<file path="src/rtl/modexp_pkg.sv">
// Shared constants, types and command/status structs of the modular exponentiation block.
`default_nettype none

package modexp_pkg;

    localparam int unsigned EXP_WIDTH = 32;
    localparam int unsigned VAL_W     = 30;
    localparam int unsigned CNT_W     = $clog2(EXP_WIDTH + 1);

    localparam logic [VAL_W-1:0] PRIME = 30'd1000000007;
    localparam logic [VAL_W-1:0] ONE   = 30'd1;

    // Barrett constant floor(2^60 / P), 31 bits wide
    localparam logic [63:0] BARRETT_MU_FULL = 64'h1000_0000_0000_0000 / 64'd1000000007;
    localparam logic [30:0] BARRETT_MU      = BARRETT_MU_FULL[30:0];

    // Fermat exponent for the inverse
    localparam logic [EXP_WIDTH-1:0] INV_EXP = EXP_WIDTH'(64'd1000000005);

    typedef enum logic [4:0] {
        ST_IDLE   = 5'b00001,
        ST_MUL    = 5'b00010,
        ST_SQR    = 5'b00100,
        ST_WAIT   = 5'b01000,
        ST_FINISH = 5'b10000
    } state_t;

    typedef struct packed {
        logic load;
        logic issue_mul;
        logic issue_sqr;
        logic load_out;
    } cmd_t;

    typedef struct packed {
        logic sq_wr;
        logic bit_set;
        logic last_bit;
    } stat_t;

endpackage

`default_nettype wire

</file>
<file path="src/rtl/modexp_ctrl.sv">
// Sequencer: per exponent bit, a multiply where the bit is set and one square; output handoff.
`default_nettype none

module modexp_ctrl import modexp_pkg::*; (
    input  wire logic  aclk,
    input  wire logic  aresetn,
    input  wire logic  s_tvalid,
    output logic       s_tready,
    output logic       m_tvalid,
    input  wire logic  m_tready,
    input  wire stat_t stat,
    output cmd_t       cmd
);

    state_t state_reg, state_next;
    logic   out_valid_reg, out_valid_next;

    assign s_tready = (state_reg == ST_IDLE);
    assign m_tvalid = out_valid_reg;

    always_comb begin
        state_next    = state_reg;
        cmd           = '0;
        case (state_reg)
            ST_IDLE: begin
                if (s_tvalid) begin
                    cmd.load   = 1'b1;
                    state_next = ST_MUL;
                end
            end
            ST_MUL: begin
                // multiply only where the exponent bit is set
                cmd.issue_mul = stat.bit_set;
                state_next    = ST_SQR;
            end
            ST_SQR: begin
                cmd.issue_sqr = 1'b1;
                state_next    = ST_WAIT;
            end
            ST_WAIT: begin
                if (stat.sq_wr) begin
                    state_next = stat.last_bit ? ST_FINISH : ST_MUL;
                end
            end
            ST_FINISH: begin
                if (!out_valid_reg || m_tready) begin
                    cmd.load_out = 1'b1;
                    state_next   = ST_IDLE;
                end
            end
            default: state_next = ST_IDLE;
        endcase
    end

    always_comb begin
        out_valid_next = out_valid_reg;
        if (cmd.load_out) begin
            out_valid_next = 1'b1;
        end else if (m_tready) begin
            out_valid_next = 1'b0;
        end
    end

    always_ff @(posedge aclk) begin
        if (!aresetn) begin
            state_reg     <= ST_IDLE;
            out_valid_reg <= 1'b0;
        end else begin
            state_reg     <= state_next;
            out_valid_reg <= out_valid_next;
        end
    end

endmodule

`default_nettype wire

</file>
<file path="src/rtl/modexp_mulmod.sv">
// Four-stage pipelined modular multiplier with Barrett reduction.
`default_nettype none

module modexp_mulmod import modexp_pkg::*; (
    input  wire logic             aclk,
    input  wire logic             aresetn,
    input  wire logic             op_valid,
    input  wire logic             op_to_sq,
    input  wire logic [VAL_W-1:0] op_a,
    input  wire logic [VAL_W-1:0] op_b,
    output logic                  res_valid,
    output logic                  res_to_sq,
    output logic [VAL_W-1:0]      res
);

    logic [3:0]       valid_reg, valid_next;
    logic [3:0]       to_sq_reg, to_sq_next;

    logic [59:0]      prod_reg;
    logic [61:0]      qm_reg;
    logic [31:0]      xlo2_reg, xlo3_reg;
    logic [31:0]      qp_reg;
    logic [VAL_W-1:0] res_reg;

    logic [60:0]      qp_full;
    logic [30:0]      q3;
    logic [31:0]      r0, r1, r2;
    logic [31:0]      p32, p2x32;

    assign valid_next = {valid_reg[2:0], op_valid};
    assign to_sq_next = {to_sq_reg[2:0], op_to_sq};

    assign q3      = qm_reg[61:31];
    assign qp_full = 61'(q3) * 61'(PRIME);

    // remainder is below 3P, so it fits in 32 bits
    assign p32   = 32'(PRIME);
    assign p2x32 = {p32[30:0], 1'b0};
    assign r0    = xlo3_reg - qp_reg;
    assign r1    = r0 - p32;
    assign r2    = r0 - p2x32;

    always_ff @(posedge aclk) begin
        prod_reg <= 60'(op_a) * 60'(op_b);
        qm_reg   <= 62'(prod_reg[59:29]) * 62'(BARRETT_MU);
        xlo2_reg <= prod_reg[31:0];
        qp_reg   <= qp_full[31:0];
        xlo3_reg <= xlo2_reg;
        if (r0 >= p2x32) begin
            res_reg <= r2[VAL_W-1:0];
        end else if (r0 >= p32) begin
            res_reg <= r1[VAL_W-1:0];
        end else begin
            res_reg <= r0[VAL_W-1:0];
        end
    end

    always_ff @(posedge aclk) begin
        if (!aresetn) begin
            valid_reg <= '0;
            to_sq_reg <= '0;
        end else begin
            valid_reg <= valid_next;
            to_sq_reg <= to_sq_next;
        end
    end

    assign res_valid = valid_reg[3];
    assign res_to_sq = to_sq_reg[3];
    assign res       = res_reg;

endmodule

`default_nettype wire

</file>
<file path="src/rtl/modexp_datapath.sv">
// Accumulator, square, exponent shifter, bit counter and output register.
`default_nettype none

module modexp_datapath import modexp_pkg::*; (
    input  wire logic                 aclk,
    input  wire logic                 aresetn,
    input  wire cmd_t                 cmd,
    input  wire logic                 in_kind,
    input  wire logic [VAL_W-1:0]     in_base,
    input  wire logic [EXP_WIDTH-1:0] in_exponent,
    output stat_t                     stat,
    output logic [VAL_W-1:0]          out_power
);

    logic [VAL_W-1:0]     acc_reg, sq_reg, out_reg;
    logic [EXP_WIDTH-1:0] exp_reg;
    logic [CNT_W-1:0]     cnt_reg;

    logic [VAL_W-1:0]     base_red;
    logic                 mm_valid, mm_to_sq;
    logic [VAL_W-1:0]     mm_a;
    logic                 res_valid, res_to_sq;
    logic [VAL_W-1:0]     res;

    // base is below 2P, one subtract reduces it
    assign base_red = (in_base >= PRIME) ? in_base - PRIME : in_base;

    assign mm_valid = cmd.issue_mul | cmd.issue_sqr;
    assign mm_to_sq = cmd.issue_sqr;
    assign mm_a     = cmd.issue_sqr ? sq_reg : acc_reg;

    modexp_mulmod u_mulmod (
        .aclk      (aclk),
        .aresetn   (aresetn),
        .op_valid  (mm_valid),
        .op_to_sq  (mm_to_sq),
        .op_a      (mm_a),
        .op_b      (sq_reg),
        .res_valid (res_valid),
        .res_to_sq (res_to_sq),
        .res       (res)
    );

    assign stat.sq_wr    = res_valid & res_to_sq;
    assign stat.bit_set  = exp_reg[0];
    assign stat.last_bit = (cnt_reg == CNT_W'(EXP_WIDTH - 1));

    always_ff @(posedge aclk) begin
        if (cmd.load) begin
            acc_reg <= ONE;
            sq_reg  <= base_red;
            exp_reg <= in_kind ? INV_EXP : in_exponent;
            cnt_reg <= '0;
        end else if (res_valid) begin
            if (res_to_sq) begin
                sq_reg  <= res;
                exp_reg <= exp_reg >> 1;
                cnt_reg <= cnt_reg + CNT_W'(1);
            end else begin
                acc_reg <= res;
            end
        end
        if (cmd.load_out) begin
            out_reg <= acc_reg;
        end
    end

    assign out_power = out_reg;

endmodule

`default_nettype wire

</file>
<file path="src/rtl/modular_exponentiation_top.sv">
// Top level of the modular exponentiation block (stream in, stream out).
//
// Computes base^exponent mod 1000000007 by right-to-left square-and-multiply, or, with
// s_tuser[0] set, the modular inverse base^(P-2) mod P (a base of zero yields zero). Bases
// of P or more are reduced first. One item is worked on at a time: the square of each of the 32
// exponent bits must clear the 4-stage Barrett multiplier pipeline before the next bit can
// issue. The finished result sits in an output register, so a new item is taken while the
// previous result waits on m_tready.
`default_nettype none

module modular_exponentiation_top import modexp_pkg::*; (
    input  wire logic        aclk,
    input  wire logic        aresetn,
    input  wire logic        s_tvalid,
    output logic             s_tready,
    input  wire logic [63:0] s_tdata,   // [29:0] base, [61:30] exponent, [63:62] zero
    input  wire logic [0:0]  s_tuser,   // [0] kind: 0 power, 1 inverse
    output logic             m_tvalid,
    input  wire logic        m_tready,
    output logic [31:0]      m_tdata    // [29:0] power, [31:30] zero
);

    cmd_t             cmd;
    stat_t            stat;
    logic [VAL_W-1:0] power;

    modexp_ctrl u_ctrl (
        .aclk     (aclk),
        .aresetn  (aresetn),
        .s_tvalid (s_tvalid),
        .s_tready (s_tready),
        .m_tvalid (m_tvalid),
        .m_tready (m_tready),
        .stat     (stat),
        .cmd      (cmd)
    );

    modexp_datapath u_datapath (
        .aclk        (aclk),
        .aresetn     (aresetn),
        .cmd         (cmd),
        .in_kind     (s_tuser[0]),
        .in_base     (s_tdata[29:0]),
        .in_exponent (s_tdata[61:30]),
        .stat        (stat),
        .out_power   (power)
    );

    assign m_tdata = {2'b00, power};

endmodule

`default_nettype wire

</file>
<file path="config.mk">
export PLATFORM = sky130hd
export DESIGN_NAME = modular_exponentiation_top
export DESIGN_NICKNAME = d
export VERILOG_FILES = /design/src/rtl/modexp_pkg.sv /design/src/rtl/modexp_ctrl.sv /design/src/rtl/modexp_mulmod.sv /design/src/rtl/modexp_datapath.sv /design/src/rtl/modular_exponentiation_top.sv
export SDC_FILE = /design/constraint.sdc
export NUM_CORES = 2
export LEC_CHECK = 0
export BUFFER_PORTS_ARGS = -buffer_cell sky130_fd_sc_hd__buf_4
export CAP_MARGIN = 5
export CORE_MARGIN = 2
export CORE_UTILIZATION = 45
export CTS_CLUSTER_DIAMETER = 60
export DETAILED_ROUTE_END_ITERATION = 6
export GPL_ROUTABILITY_DRIVEN = 1
export GPL_TIMING_DRIVEN = 0
export REMOVE_ABC_BUFFERS = 1
export SYNTH_ARGS = -nofsm -noshare
export SYNTH_HDL_FRONTEND = slang
export SYNTH_HIERARCHICAL = 1
export SYNTH_SLANG_ARGS = --single-unit
</file>
<file path="constraint.sdc">
create_clock -name aclk -period 11.85 [get_ports aclk]
set_input_delay 1.185 -clock aclk [delete_from_list [all_inputs] [get_ports aclk]]
set_output_delay 1.185 -clock aclk [all_outputs]
set_load 0.005 [all_outputs]
</file>
# After elaboration in Yosys (flattened, before gate mapping)
# Cells that the tools add are included.
# word_totals
reg_bits,387
elab_cells,71
output_inout_bits,34
input_bits,69
# op_classes
magnitude_cmp,3
reduce_logical,9
bitwise,3
n_eq_ne,9
mux,24
multipliers,3
n_addsub,5
# ops
op,n
2-to-1 mux 30 bit,7
2-to-1 mux 32 bit,4
"subtractor 30 bit, second input constant",3
multiplier 30 x 30 -> 60 bit,1
"multiplier 31 x 28 -> 59 bit, second input constant",1
"greater-or-equal comparator 32 x 30 -> 1 bit, second input constant",1
"greater-or-equal comparator 32 x 31 -> 1 bit, second input constant",1
"multiplier 31 x 30 -> 32 bit, second input constant",1
subtractor 32 bit,1
"greater-or-equal comparator 30 bit, second input constant",1
one-hot mux 5 bit (5 select lines),1
2-to-1 mux 5 bit,4
2-to-1 mux 1 bit,8
"adder 6 x 1 -> 6 bit, second input constant",1
"== test 6 x 5 -> 1 bit, second input constant",1
AND reduction 2 bit,3
nonzero test 2 bit,3
"== test 5 x 1 -> 1 bit, second input constant",1
"== test 5 x 2 -> 1 bit, second input constant",1
"== test 5 x 3 -> 1 bit, second input constant",1
"== test 5 x 4 -> 1 bit, second input constant",1
"== test 5 bit, second input constant",1
"!= test 2 bit, second input constant",2
AND reduction 3 bit,1
other kinds (6),6

# Depth between registers and ports, before layout
# logic_depth
word_depth,5
mapped_depth,38

# Hierarchy
# The synthesis kept the hierarchy.
# by_module_without_submodules
module,cells_per_inst,seq_area_each_um2,instances,area_each_um2
modexp_mulmod,5895,4504.3,1,56808.2
modexp_datapath,555,3483.3,1,5962.0
modexp_ctrl,46,120.1,1,372.9
modular_exponentiation_top,3,0.0,1,18.8

# Worst setup path after synthesis
# Ideal clock, no wire load.
# synth_timing
path_type,reg2reg
from,reg u_ctrl.state_reg[4]
to,reg u_datapath.u_mulmod.prod_reg[56]
t_arrival_ns,8.786
path_slack_ns,2.915
setup_ns,0.150
path_buffers,2
stages_incl_launch_ff,36
path_cell_list,dfxtp_1 -> nor2_1 -> nand2_1 -> nor3_1 -> buf_1 -> mux2_2 -> clkbuf_1 -> and2_1 -> fa_1 -> fa_1 -> fa_1 -> inv_1 -> fa_1 -> inv_1 -> fa_1 -> inv_1 -> fa_1 -> inv_1 -> fa_1 -> inv_1 -> fa_1 -> inv_1 -> ha_1 -> a21o_1 -> a21o_1 -> a21oi_1 -> o21a_1 -> a2bb2oi_1 -> o21ai_1 -> a21oi_1 -> nor2_1 -> nand4b_1 -> a211oi_1 -> o2bb2ai_1 -> o41ai_1 -> o311ai_0
# synth_rtl
element,line,source
from (decl),modexp_ctrl.sv:15,"state_t state_reg, state_next;"
from (signal assigned),modexp_ctrl.sv:69,state_reg <= state_next;
to (signal assigned),modexp_mulmod.sv:44,prod_reg <= 60'(op_a) * 60'(op_b);
to (decl),modexp_mulmod.sv:19,logic [59:0] prod_reg;

==> results.md <==
Outcome:
- The flow ran to the end, and the final reports show no timing, DRC or antenna violations.

CTS:
- The maximum root-to-sink buffer count is 3.
- TritonCTS built the clock tree.
- In this run, post-CTS repair resized a total of 0 instances.
- After clock tree synthesis, the clock-pin slew on the worst setup and hold paths is 60 ps.
- The H-tree was split into 2 levels.
- The number of CTS-inserted buffers is 42.
- The clock reaches the later pin of the worst-skew pair after 590 ps.
- The buffer count from post-CTS setup fixing is 0.
- In this run the clock root is driven by a clkbuf_16.
- The number of sinks driven by the clock tree is 359.
- After clock tree synthesis, the flow added hold-fix buffers numbering 0.

GRT:
- The pin count of the biggest net entering global routing is 70.
- Summed over all layers, the global routing overflow is 0.
- The aggregate global-route resource usage is 23.6%.
- The initial antenna violation count is 4.
- The number of global-route vias before repair came to 46.1k.
- The global-route wire length before repair is 261 mm.

Setup path:
- The kind of end point of the critical path is a register.
- STA classifies the critical path startpoint as a register.
- The critical-path maximum fanout is 30.
- Setup slack on the worst reg-to-reg path comes out at 880 ps.
- The kind of critical path is reg -> reg.
- The largest incremental delay on the critical path is 700 ps.
- The cell type with the highest occurrence count on the critical path is fa_1.
- Among all stages on the critical path, the largest delay is contributed by mux2_2.
- At the worst endpoint, the arrival time is 11430 ps.
- For the worst setup path, the data required time is 12310 ps.

Placement:
- The instance area at placement is 65900 um2.
- During placement, the flow inserted port buffers numbering 98.
- Once detailed placement completed, the half-perimeter wirelength came to 131 mm.
- The final RePlAce weighted congestion is 0.886.

Layout:
- The share of final-layout standard cells stronger than drive strength 1 is 4.35%.
- The number of fillers in the final layout is 13.0k.
- Compared with the post-synthesis result, the final layout area differs by 6.97%.
- The final-stage net count is 8519.
- The final standard cell utilization of the core is 48.5%.
- The register with the most flip-flops in the layout has 60 of them.
- The final instance area is 67600 um2.

Synth:
- In the post-synthesis netlist, the biggest area contributors are fa_1, ha_1, inv_1.
- The most used flip-flop cell after synthesis is dfxtp_1.
- The area fraction of the dominant cell type after synthesis is 38.8%.
- Counting every instance in the synthesized netlist gives 6499.
- The average size of a mapped cell is 9.72 um2.
- The synthesized design contains 92 enable-type register cells.
- The library cell with the largest summed area after synthesis is fa_1.
- The count of warnings emitted by yosys is 6.
- The post-synthesis async set-or-reset flop share is 0%.
- The area of the mapped netlist is 63200 um2.
- For this run, the register share of the synthesized area comes to 12.8%.
- The number of different library cells used by synthesis comes to 103.
- The number of flip-flops and latches in the synthesized netlist is 359.

Timing:
- The total count of max-transition violations in the final report was 0.
- The worst hold slack is 322 ps.
- The worst path needs 10970 ps of the cycle, external delays included.
- The headroom to the max-slew limit is 11.0%.
- The worst setup skew after layout is 30.6 ps.
- The maximum operating frequency is 0.0912 GHz.
- The portion of the clock cycle consumed by the worst path in the final layout is 92.6%.
- The hold violation count in the final report came to 0.
- Setup violations remaining at the end of the flow were counted as 0.
- For the pin with the worst max-slew slack, the measured transition is 1340 ps.
- Setup repair after global routing left no endpoint under its margin.

Routing:
- After detailed routing, the average wire length per cell comes to 19.6 um.
- The pre-antenna-repair detailed-routing pass consisted of 5 iterations.
- The final layout contains routed wiring with a total length of 164 mm.
- The number of DRC markers in iteration 0 is 2491.
- The total vias in the final route is 43.1k.
- For this run, design rule violations remaining after detail routing come to 0.
- Once detail routing completed, the nets flagged for antenna violations numbered 0.
- After detailed routing, the number of vias per cell comes to 5.17.

Min path:
- The class of the tightest hold or removal check is reg -> reg.

Floorplanning:
- For this configuration, the core starts out at a cell density of 45.3%.
- The area of the placeable core is 139000 um2.
- The overall die area is 143000 um2.
- Measured along the y axis, the die boundary spans 379 um.
- The die is 379 um wide.
- Row generation in the floorplan step produced 137 rows.
- The I/O pin count is 103.

Run:
- Max-cap violations in this run came to 0.
==> stage by stage <==
step / instances / setup TNS, ps / worst slack [ps]
after floorplan: 6253 / 0 / 1360
after global placement: 8227 / -60000 / -2770
after detailed placement: 8250 / 0 / 833
after CTS: 8328 / 0 / 814
after global routing: 8338 / 0 / 339
final: 8342 / 0 / 880
==> final cells by class <==
class                   count  area [um2]  share of cell area [%]
well taps                1876        2350                    3.47
clock inverters            23         282                   0.417
repair buffers            131        1570                    2.32
inverters                1531        5750                    8.51
diodes                      4        10.0                  0.0148
clock buffers              55        1140                    1.69
multi-input cells        4363       48400                    71.6
flip-flops and latches    359        8110                    12.0
==> worst paths after layout <==
path                              startpoint  cells past startpoint                               end
max reg2reg              u_ctrl/state_reg[4]                     37  u_datapath/u_mulmod/prod_reg[58]
max                      u_ctrl/state_reg[4]                     37  u_datapath/u_mulmod/prod_reg[58]
min reg2reg  u_datapath/u_mulmod/xlo2_reg[6]                      0   u_datapath/u_mulmod/xlo3_reg[6]
min          u_datapath/u_mulmod/xlo2_reg[6]                      0   u_datapath/u_mulmod/xlo3_reg[6]
==> cells by family after synthesis <==
family,share of synthesized area [%]
buffers and inverters,10.7
XOR/XNOR,3.01
AO/OA/AOI/OAI,6.55
flip-flops,12.8
adder cells (fa/ha/maj),54.6
multiplexers,0.648
other,0.00594
AND/OR/NAND/NOR,11.7
==> per-layer routing <==
metal / global-route usage, % / share of wire (%) / vias to the layer above
met3: 2.62 / 5.2 / 256
met1: 31.9 / 43 / 22000
met2: 39.8 / 48 / 1125
li1: - / - / 19700
met5: 0 / 0.021 / -
met4: 6.87 / 3.1 / 6
==> worst max-delay path, delay by kind of cell (launching register included) <==
kind,cells,cell delay (ps)
xor+xnor,1,170
buf+inv,9,840
flops,1,360
compound gates,11,3230
simple gates,6,1300
mux,1,700
fa+ha+maj,9,4200
==> cell usage in the layout (no fill, tap or decap), drive strengths merged, types with 81 or more instances in the layout <==
cell / count
nor2: 142
a21oi: 203
and2: 537
nand2: 569
a21o: 81
dfxtp: 267
xnor2: 162
fa: 1224
inv: 1537
buf: 131
ha: 798
o21ai: 106
edfxtp: 92
==> cell usage after synthesis (54+ instances only) <==
| master | n |
|---|---|
| a21o_1 | 80 |
| a21oi_1 | 201 |
| and2_1 | 535 |
| clkbuf_1 | 222 |
| dfxtp_1 | 267 |
| edfxtp_1 | 92 |
| fa_1 | 1224 |
| ha_1 | 798 |
| inv_1 | 1531 |
| nand2_1 | 569 |
| nor2_1 | 141 |
| o21ai_0 | 101 |
| xnor2_1 | 161 |
| xor2_1 | 54 |
Power is left out: the tool's default activity adds up to more than one toggle a clock period on the data nets, which glitch-free logic cannot reach.
